--- src/i2cmbs_pkg.sv ---
`timescale 1ns / 1ps

package i2cmbs_pkg;

  // Command codes carried on the action field
  localparam logic [2:0] CMD_IDLE  = 3'd0;
  localparam logic [2:0] CMD_START = 3'd1;
  localparam logic [2:0] CMD_STOP  = 3'd2;
  localparam logic [2:0] CMD_SEND  = 3'd3;
  localparam logic [2:0] CMD_RECV  = 3'd4;
  localparam logic [2:0] CMD_WACK  = 3'd5;
  localparam logic [2:0] CMD_SACK  = 3'd6;

  localparam logic [7:0] PHASE_TICKS_RESET = 8'd11;
  localparam logic [3:0] BITS_PER_BYTE     = 4'd8;

  // One input word as held in the input register
  typedef struct packed {
    logic [2:0] action;
    logic [7:0] tx_byte;
    logic       ack_level;
    logic       sda_in;
  } item_t;

  // One result word
  typedef struct packed {
    logic       scl_level;
    logic       sda_level;
    logic       busy_res;
    logic       done_res;
    logic [7:0] rx_byte;
    logic       ack_seen;
    logic       rejected;
  } result_t;

endpackage

--- src/i2cmbs_core.sv ---
`timescale 1ns / 1ps

module i2cmbs_core (
  input  logic               clk,
  input  logic               rst,
  input  logic               step,
  input  i2cmbs_pkg::item_t  item,
  input  logic               cfg_we,
  input  logic [7:0]         cfg_data,
  output i2cmbs_pkg::result_t result
);
  import i2cmbs_pkg::*;

  // Sequencer state
  logic [7:0] phase_ticks;
  logic [2:0] command_reg;
  logic [1:0] phase_index;
  logic [3:0] bit_count;
  logic [7:0] shift_reg;
  logic [7:0] delay_count;
  logic       scl_reg;
  logic       sda_reg;
  logic       ack_reg;
  logic       ack_drive;
  logic [7:0] rx_hold;

  logic [2:0] command_reg_next;
  logic [1:0] phase_index_next;
  logic [3:0] bit_count_next;
  logic [7:0] shift_reg_next;
  logic [7:0] delay_count_next;
  logic       scl_reg_next;
  logic       sda_reg_next;
  logic       ack_reg_next;
  logic       ack_drive_next;
  logic [7:0] rx_hold_next;
  logic       done;
  logic       rej;
  logic [7:0] ticks;
  logic       is_cmd;

  // Line levels on entry to a phase, {scl, sda}
  function automatic logic [1:0] enter_lines(input logic [2:0] cmd, input logic [1:0] p,
                                             input logic msb, input logic ackd,
                                             input logic scl, input logic sda);
    logic [1:0] lines;
    lines = {scl, sda};
    unique case (cmd)
      CMD_START: lines = (p == 2'd0) ? 2'b11 : {scl, 1'b0};
      CMD_STOP:  lines = (p == 2'd0) ? 2'b10 : {scl, 1'b1};
      CMD_SEND: begin
        if (p == 2'd0)      lines = {1'b0, sda};
        else if (p == 2'd1) lines = {scl, msb};
        else                lines = {1'b1, sda};
      end
      CMD_RECV:  lines = {(p == 2'd0), sda};
      CMD_WACK:  lines = (p == 2'd0) ? 2'b11 : {1'b0, sda};
      CMD_SACK: begin
        if (p == 2'd0)      lines = {1'b0, ackd};
        else if (p == 2'd1) lines = {1'b1, sda};
        else                lines = 2'b01;
      end
      default:   lines = {scl, sda};
    endcase
    return lines;
  endfunction

  assign ticks  = (phase_ticks == 8'd0) ? 8'd1 : phase_ticks;
  assign is_cmd = (item.action >= CMD_START) && (item.action <= CMD_SACK);

  // One tick of the sequencer
  always_comb begin
    logic [1:0] last;
    logic       fin;
    command_reg_next = command_reg;
    phase_index_next = phase_index;
    bit_count_next   = bit_count;
    shift_reg_next   = shift_reg;
    delay_count_next = delay_count;
    scl_reg_next     = scl_reg;
    sda_reg_next     = sda_reg;
    ack_reg_next     = ack_reg;
    ack_drive_next   = ack_drive;
    rx_hold_next     = rx_hold;
    done             = 1'b0;
    rej              = 1'b0;
    last             = ((command_reg == CMD_SEND) || (command_reg == CMD_SACK)) ? 2'd2 : 2'd1;
    fin              = 1'b0;

    if (command_reg != CMD_IDLE) begin
      rej              = is_cmd;
      delay_count_next = delay_count - 8'd1;
      if (delay_count_next == 8'd0) begin
        // end of phase: take samples first
        if (command_reg == CMD_RECV && phase_index == 2'd0)
          shift_reg_next = {shift_reg[6:0], item.sda_in};
        if (command_reg == CMD_WACK && phase_index == 2'd0)
          ack_reg_next = item.sda_in;

        if (phase_index < last) begin
          phase_index_next = phase_index + 2'd1;
          {scl_reg_next, sda_reg_next} = enter_lines(command_reg, phase_index_next,
                                                     shift_reg_next[7], ack_drive,
                                                     scl_reg, sda_reg);
          delay_count_next = ticks;
        end else begin
          fin = 1'b1;
          if (command_reg == CMD_SEND || command_reg == CMD_RECV) begin
            if (command_reg == CMD_SEND)
              shift_reg_next = {shift_reg_next[6:0], 1'b0};
            bit_count_next = bit_count + 4'd1;
            if (bit_count_next < BITS_PER_BYTE) begin
              phase_index_next = 2'd0;
              {scl_reg_next, sda_reg_next} = enter_lines(command_reg, 2'd0,
                                                         shift_reg_next[7], ack_drive,
                                                         scl_reg, sda_reg);
              delay_count_next = ticks;
              fin = 1'b0;
            end
          end
          if (fin) begin
            if (command_reg == CMD_START || command_reg == CMD_SEND)
              scl_reg_next = 1'b0;
            if (command_reg == CMD_RECV)
              rx_hold_next = shift_reg_next;
            command_reg_next = CMD_IDLE;
            phase_index_next = 2'd0;
            bit_count_next   = 4'd0;
            delay_count_next = 8'd0;
            done             = 1'b1;
          end
        end
      end
    end else if (is_cmd) begin
      // idle: launch a new command
      command_reg_next = item.action;
      phase_index_next = 2'd0;
      bit_count_next   = 4'd0;
      if (item.action == CMD_SEND)
        shift_reg_next = item.tx_byte;
      if (item.action == CMD_RECV) begin
        shift_reg_next = 8'd0;
        sda_reg_next   = 1'b1;
      end
      if (item.action == CMD_SACK)
        ack_drive_next = item.ack_level;
      {scl_reg_next, sda_reg_next} = enter_lines(item.action, 2'd0, shift_reg_next[7],
                                                 ack_drive_next, scl_reg_next,
                                                 sda_reg_next);
      delay_count_next = ticks;
    end
  end

  // Result word for this tick
  always_comb begin
    result.scl_level = scl_reg_next;
    result.sda_level = sda_reg_next;
    result.busy_res  = (command_reg_next != CMD_IDLE);
    result.done_res  = done;
    result.rx_byte   = rx_hold_next;
    result.ack_seen  = ack_reg_next;
    result.rejected  = rej;
  end

  // State registers
  always_ff @(posedge clk) begin
    if (rst) begin
      phase_ticks <= PHASE_TICKS_RESET;
      command_reg <= CMD_IDLE;
      phase_index <= 2'd0;
      bit_count   <= 4'd0;
      shift_reg   <= 8'd0;
      delay_count <= 8'd0;
      scl_reg     <= 1'b1;
      sda_reg     <= 1'b1;
      ack_reg     <= 1'b0;
      ack_drive   <= 1'b1;
      rx_hold     <= 8'd0;
    end else begin
      if (cfg_we)
        phase_ticks <= cfg_data;
      if (step) begin
        command_reg <= command_reg_next;
        phase_index <= phase_index_next;
        bit_count   <= bit_count_next;
        shift_reg   <= shift_reg_next;
        delay_count <= delay_count_next;
        scl_reg     <= scl_reg_next;
        sda_reg     <= sda_reg_next;
        ack_reg     <= ack_reg_next;
        ack_drive   <= ack_drive_next;
        rx_hold     <= rx_hold_next;
      end
    end
  end

endmodule

--- src/i2c_master_bit_sequencer.sv ---
`timescale 1ns / 1ps

// I2C master bit sequencer. Each input word is one tick of the bus timing
// clock and yields exactly one result word: the SCL/SDA drive levels, busy,
// done, the last received byte, the last sampled acknowledge and a flag for a
// command that came in while busy. A word passes an input register, one pass
// of the sequencer logic and an output register; one word per cycle is
// sustained as long as the output side does not stall. The phase length
// register (phase_ticks, reset 11) is written through the cfg channel, which
// is always ready; write it only while the block is idle.
module i2c_master_bit_sequencer (
  input  logic       clk,
  input  logic       rst,
  // input words
  input  logic       in_valid,
  output logic       in_stall,
  input  logic [2:0] action,
  input  logic [7:0] tx_byte,
  input  logic       ack_level,
  input  logic       sda_in,
  // result words
  output logic       out_valid,
  input  logic       out_stall,
  output logic       scl_level,
  output logic       sda_level,
  output logic       busy_res,
  output logic       done_res,
  output logic [7:0] rx_byte,
  output logic       ack_seen,
  output logic       rejected,
  // configuration
  input  logic       cfg_valid,
  output logic       cfg_ready,
  input  logic [7:0] cfg_data
);
  import i2cmbs_pkg::*;

  logic    in_reg_valid;
  item_t   in_reg;
  logic    step;
  result_t core_res;
  result_t out_reg;

  assign step      = in_reg_valid && (!out_valid || !out_stall);
  assign in_stall  = in_reg_valid && !step;
  assign cfg_ready = 1'b1;

  // Input register
  always_ff @(posedge clk) begin
    if (rst) begin
      in_reg_valid <= 1'b0;
    end else if (!in_stall) begin
      in_reg_valid <= in_valid;
    end
  end

  always_ff @(posedge clk) begin
    if (in_valid && !in_stall) begin
      in_reg <= '{action: action, tx_byte: tx_byte, ack_level: ack_level, sda_in: sda_in};
    end
  end

  i2cmbs_core u_core (
    .clk      (clk),
    .rst      (rst),
    .step     (step),
    .item     (in_reg),
    .cfg_we   (cfg_valid && cfg_ready),
    .cfg_data (cfg_data),
    .result   (core_res)
  );

  // Output register
  always_ff @(posedge clk) begin
    if (rst) begin
      out_valid <= 1'b0;
    end else if (step) begin
      out_valid <= 1'b1;
    end else if (!out_stall) begin
      out_valid <= 1'b0;
    end
  end

  always_ff @(posedge clk) begin
    if (step) begin
      out_reg <= core_res;
    end
  end

  assign scl_level = out_reg.scl_level;
  assign sda_level = out_reg.sda_level;
  assign busy_res  = out_reg.busy_res;
  assign done_res  = out_reg.done_res;
  assign rx_byte   = out_reg.rx_byte;
  assign ack_seen  = out_reg.ack_seen;
  assign rejected  = out_reg.rejected;

  // Checks
  a_done_not_busy: assert property (@(posedge clk) disable iff (rst)
    out_valid |-> !(done_res && busy_res))
    else $error("done and busy in the same result word");

  a_stall_needs_word: assert property (@(posedge clk) disable iff (rst)
    in_stall |-> (in_reg_valid && out_valid && out_stall))
    else $error("input stalled without a blocked word");

  a_accept_loads: assert property (@(posedge clk) disable iff (rst)
    (in_valid && !in_stall) |=> in_reg_valid)
    else $error("accepted word not held in input register");

  a_step_fills_out: assert property (@(posedge clk) disable iff (rst)
    step |=> out_valid)
    else $error("processed word missing at output");

endmodule

--- config.mk ---
export PLATFORM = sky130hd
export DESIGN_NAME = i2c_master_bit_sequencer
export DESIGN_NICKNAME = d
export VERILOG_FILES = /design/src/i2cmbs_pkg.sv /design/src/i2cmbs_core.sv /design/src/i2c_master_bit_sequencer.sv
export SDC_FILE = /design/constraint.sdc
export NUM_CORES = 1
export LEC_CHECK = 0
export ABC_AREA = 1
export BUFFER_PORTS_ARGS = -buffer_cell sky130_fd_sc_hd__buf_2
export CORE_MARGIN = 2
export CORE_UTILIZATION = 44
export CTS_CLUSTER_DIAMETER = 100
export DETAILED_ROUTE_END_ITERATION = 8
export REMOVE_ABC_BUFFERS = 1
export SYNTH_ARGS = -nofsm -noshare
export SYNTH_HDL_FRONTEND = slang
export SYNTH_SLANG_ARGS = --single-unit
--- constraint.sdc ---
create_clock -name clk -period 2.8 [get_ports clk]
set_input_delay 0.42 -clock clk [delete_from_list [all_inputs] [get_ports clk]]
set_output_delay 0.42 -clock clk [all_outputs]
set_load 0.1 [all_outputs]
==> results of run 1 <==
[report_power, final]
group | internal, mW | switching (mW)
logic | 0.177 | 0.447
clock network | 0.409 | 0.410
registers | 1.19 | 0.0511
total | 1.78 | 0.909
[through the flow]
stage	power (mW)	util (%)	area (um2)	hold slack (ns)	setup WS (ns)
finish	2.69	49.8	4530	0.237	0.578
CTS	2.72	49.8	4530	0.223	0.558
detailed placement	1.89	47.6	4340	0.465	0.566
floorplan	1.74	-	3960	0.430	-0.531
global placement	1.88	47.6	4340	0.465	0.658
global route	2.86	49.8	4530	0.216	0.324
[metal layers]
layer / wire (um) / vias to the layer above / track usage (%)
met1: 4340 / 1631 / 26.2
met4: 160 / 0 / 7.17
met5: 0 / - / 0
li1: - / 1898 / -
met3: 378 / 13 / 3.90
met2: 4130 / 85 / 31.0
[cell type report]
| type | instances | area, um2 | share of cell area (%) |
|---|---|---|---|
| Sequential cell | 74 | 1750 | 38.6 |
| Timing Repair Buffer | 45 | 235 | 5.19 |
| Inverter | 70 | 263 | 5.80 |
| Multi-Input combinational cell | 399 | 1950 | 43.0 |
| Clock inverter | 7 | 70.1 | 1.55 |
| Tap cell | 111 | 139 | 3.06 |
| Clock buffer | 9 | 124 | 2.73 |
[Yosys cell counts, types with 2 or more instances]
cell type	n
nand2_1	150
nor2_1	69
inv_1	66
nand3_1	52
dfxtp_1	47
a21oi_1	34
o21ai_0	34
edfxtp_1	27
nand4_1	10
clkbuf_1	6
ha_1	6
nand2_2	6
buf_2	5
o211ai_1	5
buf_4	4
inv_2	4
nand3_2	3
nor2_4	3
a21oi_4	2
a31oi_1	2
buf_6	2
nand2_4	2
nand3_4	2
nand3b_1	2
nor2_2	2
nor3_1	2
o31ai_1	2
xor2_1	2
[cells by family (layout without fill, tap and decap cells)]
kind of cell,after synthesis,in the layout,synth area share (%)
other,1,1,0.0923
flip-flops,74,74,43.1
AND/OR/NAND/NOR,306,306,33.8
adder cells (fa/ha/maj),6,6,1.85
multiplexers,1,1,0.246
AO/OA/AOI/OAI,82,82,11.3
XOR/XNOR,3,3,0.647
buffers and inverters,87,131,8.93
[final timing paths]
check / startpoint / to / slack [ns]
max: u_core.command_reg[2] / u_core.bit_count[1] / 0.58
min: tx_byte[4] / in_reg[6] / 0.24
max reg2reg: u_core.command_reg[2] / u_core.bit_count[1] / 0.58
min reg2reg: u_core.bit_count[3] / u_core.bit_count[3] / 0.48
[placed cells by master (no fill, tap or decap), drive strengths merged, types with 2 or more instances in the layout]
cell / Yosys / routed
xor2: 2 / 2
o211ai: 5 / 5
o21ai: 34 / 34
dfxtp: 47 / 47
nand3: 57 / 57
nor2: 75 / 75
o31ai: 2 / 2
nand4: 10 / 10
a21oi: 36 / 36
nor3: 2 / 2
edfxtp: 27 / 27
ha: 6 / 6
nand2: 158 / 158
clkbuf: 6 / 9
buf: 11 / 45
inv: 70 / 70
clkinv: 0 / 5
a31oi: 2 / 2
nand3b: 2 / 2
==> impl_metrics.ini, run 1 <==
[cts]
cts_resized = 0
numCtsBuffers = 9
clkTransAtPathRegs_ns = 0.08
ctsHoldBuffers = 0
cts_root_buf = clkbuf_8
postCtsSetupBuffers = 0
cts_tree = done
ctsLongestPathBuffers = 2
cts_num_sinks = 74
clkLatencyLatePin_ns = 0.36
htreeDepth = 3

[setup_path]
crit_slowest_cell = dfxtp_1
worstPathArrival_ns = 2.51
path_buf_inv = 1
critPathTopFamily = simple AND/OR/NAND/NOR gates
end_kind = flop
reg2reg_depth = 9
crit_chain = nand3_2 -> nand2_1 -> inv_1 -> ha_1 -> a21oi_4 -> nor2_2 -> nand3_1 -> or2_0 -> a21oi_1
cp_slowest_stage_delay_ns = 0.53
start_kind = flop
path_class = flop to flop
crit_cells = 9
cp_max_fo = 11
crit_required_ns = 3.09

[cells_and_area]
num_antenna_cells = 0
syn2layout_area_growth_pct = 11.6
largest_register_ffs = 13
final_layout_size_suffix_gt1_share_pct = 14.4
n_fill_cell = 920
nets = 631
fin_cells = 715

[timing]
finalHoldViolCount = 0
setup_tns_ns = 0
skew_ns = 0.00762
fmax_mhz = 450
layout_min_cycle_time_ns = 2.22
rsz0062_at_grt = no
finalSetupViolations = 0
relSlewSlack_pct = 49.7
tightest_slew_ns = 0.754
finalCritPeriodShare_pct = 79.4
maxSlewViolCount = 0

[detailed_routing]
drtAntennaViolNets = 0
vias = 3627
drt_iter0_markers = 183
avgViaCountPerCell = 5.07
drtPass1Iterations = 6
finalWirelength_um = 9010
drc = 0
detail_route.wl_per_cell_um = 12.6

[placed_design]
globalplace.congestion = 0.920
dp_hpwl_um = 6530
io_buffers = 41
dp_cells = 699

[synthesis]
avgSynthCellArea_um2 = 7.25
yosysWarningCount = 0
synth_top_area_share_pct = 23.2
synth_top_area_cell = dfxtp_1
ys_seq_area_share_pct = 43.1
ys_types = 37
synth_cells = 560
synth-seq-cells = 74
synth-async-reset-ratio_pct = 0
synth_area_leaders = dfxtp_1, edfxtp_1, nand2_1
synthesis.area_um2 = 4060
synth_edf_count = 27
synthFlopType = dfxtp_1

[grt]
grt_pass1_vias = 3293
grt_pass1_wl_um = 15500
antenna_found_initial = 0
grt_overflow = 0
grt_start_max_net_pins = 38
grt_use_total_pct = 19.4

[die]
boundaryPins = 43
core_area_um2 = 9110
fp-row-count = 35
dieHeight_um = 100
die_w_um = 100
die-area_um2 = 10000
start_util_pct = 44.6

[pwr]
power.leakage_nw = 2.17
powerDensity_nw_per_um2 = 593
irDropWorstVdd_mv = 0.295

[min_path]
hold_class = input port to flop
worstHoldPathCells = 1

[status]
status = completed

[run]
drv_cap = 0
(Power assumes the default switching activity.)
==> run 2: changes to the inputs <==
- ABC_AREA: 1 -> 0
- PLACE_DENSITY: unset -> 0.65
- clock period: 2.8 -> 1.8 ns (I/O delays scaled with it)
==> run 2 against run 1 <==
The flow now finishes with violations (setup timing). Clock skew increased by 0.0059 ns. Cell count decreased by 15%. Critical path depth decreased by 2. Die area decreased by 7.0%. Area after synthesis decreased by 7.3%. Combinational power increased by 50%. Largest power group unchanged. Worst setup slack got worse by 1.0 ns. Utilization increased by 15 points. Register-to-register slack got worse by 1.0 ns. Highest routed layer unchanged. Final area increased by 17%. Maximum frequency decreased by 1.8%. Hold slack got worse by 0.16 ns.
==> impl_metrics.ini, run 2 <==
[synthesis]
avgSynthCellArea_um2 = 9.63
synthFlopType = dfxtp_1
synth_area_leaders = dfxtp_1, edfxtp_1, mux2i_1
yosysMostFrequentCell = dfxtp_1
yosysWarningCount = 0
synth_edf_count = 27
synth-seq-cells = 74
ys_types = 61
synth-async-reset-ratio_pct = 0
synthesis.area_um2 = 3760
ys_seq_area_share_pct = 46.5
synth_cells = 391
synthTopCellsByCount = dfxtp_1, nor2_1, nand2_1
synth_top_area_cell = dfxtp_1
synth_top_area_share_pct = 25.0

[cells_and_area]
syn2layout_area_growth_pct = 41.0
fin_util_pct = 64.3
num_antenna_cells = 0
finalInstanceArea_um2 = 5310
largest_register_ffs = 13
final_layout_size_suffix_gt1_share_pct = 46.0
nets = 531
mostFrequentLayoutCells = buf_4, dfxtp_1, buf_2
n_fill_cell = 661
layout_commonest_cell = buf_4

[setup_path]
cp_max_fo = 3
crit_cells = 7
start_kind = flop
path_class = flop to flop
r2r-end = rx_byte[0]
critPathCapture = rx_byte[0]
critPathTopFamily = simple AND/OR/NAND/NOR gates
crit_required_ns = 1.91
reg2reg_depth = 7
rr_startpoint = u_core.command_reg[0]
end_kind = flop
crit_slowest_cell = or4_4
path_buf_inv = 0
worstPathArrival_ns = 2.38
r2r_setup_slack_ns = -0.46
cp_slowest_stage_delay_ns = 0.54
crit_chain = xor2_2 -> nand2_2 -> ha_4 -> a21o_1 -> a31oi_4 -> or4_4 -> mux2_4
startpoint = u_core.command_reg[0]

[detailed_routing]
detail_route.wl_per_cell_um = 17.0
finalWirelength_um = 10400
drc = 0
drtPass1Iterations = 4
vias = 3430
drt_iter0_markers = 153
avgViaCountPerCell = 5.63
drtAntennaViolNets = 0

[grt]
grt_pass1_vias = 3289
grt_pass1_wl_um = 16000
grt_overflow = 0
grt_start_max_net_pins = 38
antenna_found_initial = 0
grt_use_total_pct = 22.6

[die]
boundaryPins = 43
core_area_um2 = 8260
die-area_um2 = 9310
die_w_um = 96.5
start_util_pct = 45.6
dieHeight_um = 96.5
fp-row-count = 33

[pwr]
powerDensity_nw_per_um2 = 768
p_sw_mw = 1.37
p_int_mw = 2.71
power.leakage_nw = 2.09
pwr-share-comb_pct = 23.0
irDropWorstVdd_mv = 0.492
p_sw_share_pct = 33.6
pwr-share-clk_pct = 30.9
pwr-share-seq_pct = 46.1

[timing]
fin_ws_ns = -0.464
finalCritPeriodShare_pct = 126
skew_ns = 0.0135
rsz0062_at_grt = yes
layout_min_cycle_time_ns = 2.26
finalSetupViolations = 49
setup_tns_ns = -15.62
fmax_mhz = 442
tightest_slew_ns = 0.558
maxSlewViolCount = 0
relSlewSlack_pct = 62.7
finalHoldViolCount = 0

[cts]
htreeDepth = 3
ctsHoldBuffers = 0
cts_tree = done
clkLatencyLatePin_ns = 0.36
clkTransAtPathRegs_ns = 0.09
numCtsBuffers = 9
cts_root_buf = clkbuf_8
cts_num_sinks = 74
ctsLongestPathBuffers = 2

[run]
drv_cap = 0

[status]
violations = setup timing
status = finished, violations left

[placed_design]
globalplace.congestion = 0.910
place_area_um2 = 4530
pre_cts_ws_ns = -0.447
dp_hpwl_um = 6600
io_buffers = 41

[min_path]
hold_class = input port to flop
-- run 2: cells by family after synthesis --
kind of cell,count (synthesis),synth area share (%)
other cells,1,0.0996
fa+ha+maj,6,1.99
mux,28,7.84
xor+xnor,4,0.931
buf+inv,36,4.45
compound gates,107,19.5
flops,74,46.5
simple gates,135,18.7
-- run 2: layout make-up --
type	count	area, um2	share of cell area (%)
inverter	8	30.0	0.566
multi-input combinational	282	2280	42.9
timing repair buffer	124	930	17.5
clock inverter	7	58.8	1.11
clock buffer	9	124	2.33
tap	105	131	2.47
sequential	74	1760	33.1
-- run 2: repair_timing --
item                                    CTS  global route
endpoints found under the setup margin   50            50
resized for setup                        62            40
cloned                                    1             1
setup buffers                             9             5
pin swaps                                23            24
-- run 2: through the flow --
step | total power [mW] | hold slack [ns] | instances
finish | 4.08 | 0.0804 | 609
global route | 4.25 | 0.0633 | 609
CTS | 4.04 | 0.0669 | 604
detailed placement | 2.68 | 0.448 | 579
global placement | 2.67 | 0.446 | 579
floorplan | 2.35 | 0.339 | 363
-- run 2: power by group through the flow --
stage	clock network, mW	registers, mW	logic, mW
final	1.26	1.88	0.939
after global routing	1.36	1.89	0.999
after CTS	1.28	1.87	0.887
after detailed placement	0	1.91	0.775
after global placement	0	1.90	0.765
after floorplan	0	2.04	0.316
-- run 2: worst min-delay path by stage --
stage | start | endpoint | slack [ns] | cells after the start
4_1_cts | action[0] | in_reg[10] | 0.07 | 1
2_1_floorplan | rst | u_core.delay_count[2] | 0.34 | 1
6_report | action[0] | in_reg[10] | 0.08 | 1
3_5_place_dp | action[0] | in_reg[10] | 0.45 | 1
5_1_grt | tx_byte[0] | in_reg[2] | 0.06 | 1
3_3_place_gp | tx_byte[2] | in_reg[4] | 0.45 | 1
-- run 2: routing by layer --
| layer | up-vias | part of all wire, % | routed length [um] | GRT usage (%) |
|---|---|---|---|---|
| met1 | 1636 | 44 | 4520 | 28.4 |
| li1 | 1674 | - | - | - |
| met2 | 90 | 49 | 5110 | 37.6 |
| met4 | 0 | 2.9 | 303 | 9.39 |
| met3 | 30 | 4.2 | 433 | 4.89 |
| met5 | - | 0 | 0 | 0 |
-- run 2: worst register-to-register path, delay by kind of cell (launching register included) --
family / cells / cell delay (ns)
compound gates: 2 / 0.21
xor+xnor: 1 / 0.20
fa+ha+maj: 1 / 0.31
flops: 1 / 0.34
mux: 1 / 0.31
simple gates: 2 / 0.65
==> run 3: changes to the inputs <==
- PLACE_DENSITY: 0.65 -> unset
- clock period: 1.8 -> 2.4 ns (I/O delays scaled with it)
==> run 3 against run 2 <==
Critical path type unchanged. The flow now finishes without violations. Critical endpoint is now rx_byte[2]. Sequential power is 25% lower. Sequential cell count stayed put. Clock skew is 0.0045 ns lower. Largest cell class unchanged. Final area is 17% lower. Sequential share of layout area is 6.6 points higher. Non-clock buffer count is 54 lower. Highest routed layer unchanged. Routed wire length is 18% lower. Worst setup slack better by 0.58 ns.
==> impl_metrics.ini, run 3 (synthesis results as in run 2) <==
[status]
status = completed

[cells_and_area]
mostFrequentLayoutCells = dfxtp_1, buf_2, nor2_1
multi_input_area_um2 = 1890
fin_util_pct = 53.6
seq_area_um2 = 1760
n_fill_cell = 779
syn2layout_area_growth_pct = 17.6
nets = 476
fin_cells = 554
finalInstanceArea_um2 = 4430
largest_register_ffs = 13
layout_commonest_cell = dfxtp_1
final_layout_size_suffix_gt1_share_pct = 27.6
num_antenna_cells = 0

[cts]
cts_root_buf = clkbuf_8
htreeDepth = 3
clkLatencyLatePin_ns = 0.35
clkTransAtPathRegs_ns = 0.08
ctsHoldBuffers = 0
cts_resized = 0
ctsLongestPathBuffers = 2
postCtsSetupBuffers = 0
cts_tree = done
numCtsBuffers = 9
cts_num_sinks = 74

[setup_path]
rr_startpoint = u_core.command_reg[0]
worstPathArrival_ns = 2.39
crit_required_ns = 2.51
crit_top_cell = nand2_1
end_kind = flop
crit_slowest_cell = or4_4
r2r_setup_slack_ns = 0.11
path_class = flop to flop
startpoint = u_core.command_reg[0]
crit_chain = xor2_2 -> nand2_1 -> ha_4 -> a21o_1 -> a31oi_2 -> or4_4 -> buf_6 -> nand2_1 -> o21ai_2
critPathCapture = rx_byte[2]
r2r-end = rx_byte[2]
reg2reg_depth = 9
start_kind = flop
cp_slowest_stage_delay_ns = 0.59
cp_max_fo = 14

[timing]
finalHoldViolCount = 0
maxSlewViolCount = 0
fmax_mhz = 437
tightest_slew_ns = 0.500
skew_ns = 0.00900
relSlewSlack_pct = 66.6
setup_tns_ns = 0
layout_min_cycle_time_ns = 2.29
finalCritPeriodShare_pct = 95.3
finalSetupViolations = 0

[detailed_routing]
drtAntennaViolNets = 0
finalWirelength_um = 8500
drt_iter0_markers = 191
detail_route.wl_per_cell_um = 15.3
drtPass1Iterations = 4
drc = 0
vias = 3091
avgViaCountPerCell = 5.58

[grt]
grt_use_total_pct = 20.0
grt_pass1_vias = 2856
grt_start_max_net_pins = 37
grt_overflow = 0
antenna_found_initial = 0
grt_pass1_wl_um = 14200

[die]
dieHeight_um = 96.5
die-area_um2 = 9310
start_util_pct = 45.6
fp-row-count = 33
core_area_um2 = 8260
die_w_um = 96.5
boundaryPins = 43

[run]
drv_cap = 0

[pwr]
power_mw = 2.88
powerDensity_nw_per_um2 = 649
power.leakage_nw = 1.71
irDropWorstVdd_mv = 0.512

[placed_design]
dp_cells = 538
io_buffers = 41
place_area_um2 = 4180
dp_hpwl_um = 5980
globalplace.congestion = 0.845

[min_path]
hold_class = input port to flop
## run 3: cell type report
type	instances	area share [%]
Timing Repair Buffer	70	9.63
Multi-Input combinational cell	281	42.7
Clock buffer	10	2.88
Sequential cell	74	39.6
Clock inverter	6	1.47
Inverter	8	0.678
Tap cell	105	2.97
## run 3: worst min-delay path by stage
stage                                startpoint                    end  cells past startpoint
final                                tx_byte[6]              in_reg[8]                      1
after detailed placement  u_core.phase_ticks[3]  u_core.delay_count[3]                      2
after CTS                            tx_byte[6]              in_reg[8]                      1
after global placement           u_core.ack_reg         u_core.ack_reg                      2
after global routing                     sda_in              in_reg[0]                      1
after floorplan                             rst  u_core.delay_count[2]                      1
## run 3: stage by stage
stage                     hold WS (ns)  setup WS (ns)
after floorplan                  0.429         -0.385
after global placement           0.470         0.0585
after detailed placement         0.470        0.00649
after CTS                        0.164        0.00249
after global routing             0.162       -0.00241
final                            0.184          0.113
## run 3: critical path: cells and delay by family, from the launching register on
| kind | cells | cell delay, ns |
|---|---|---|
| buffers and inverters | 1 | 0.17 |
| flip-flops | 1 | 0.35 |
| AND/OR/NAND/NOR | 3 | 0.80 |
| adder cells (fa/ha/maj) | 1 | 0.30 |
| AO/OA/AOI/OAI | 3 | 0.25 |
| XOR/XNOR | 1 | 0.18 |
## run 3: routing by layer
layer	GRT usage, %	part of all wire (%)	vias to the layer above	routed length (um)
met3	4.42	4.3	9	368
met2	30.8	47	68	4020
li1	-	-	1552	-
met5	0	0	-	0
met1	27.9	47	1462	4010
met4	6.34	1.1	0	97
## run 3: power by group
part	total, mW	switching [mW]	internal [mW]
clock	0.965	0.483	0.483
sequential	1.41	0.0445	1.36
combinational	0.506	0.337	0.169
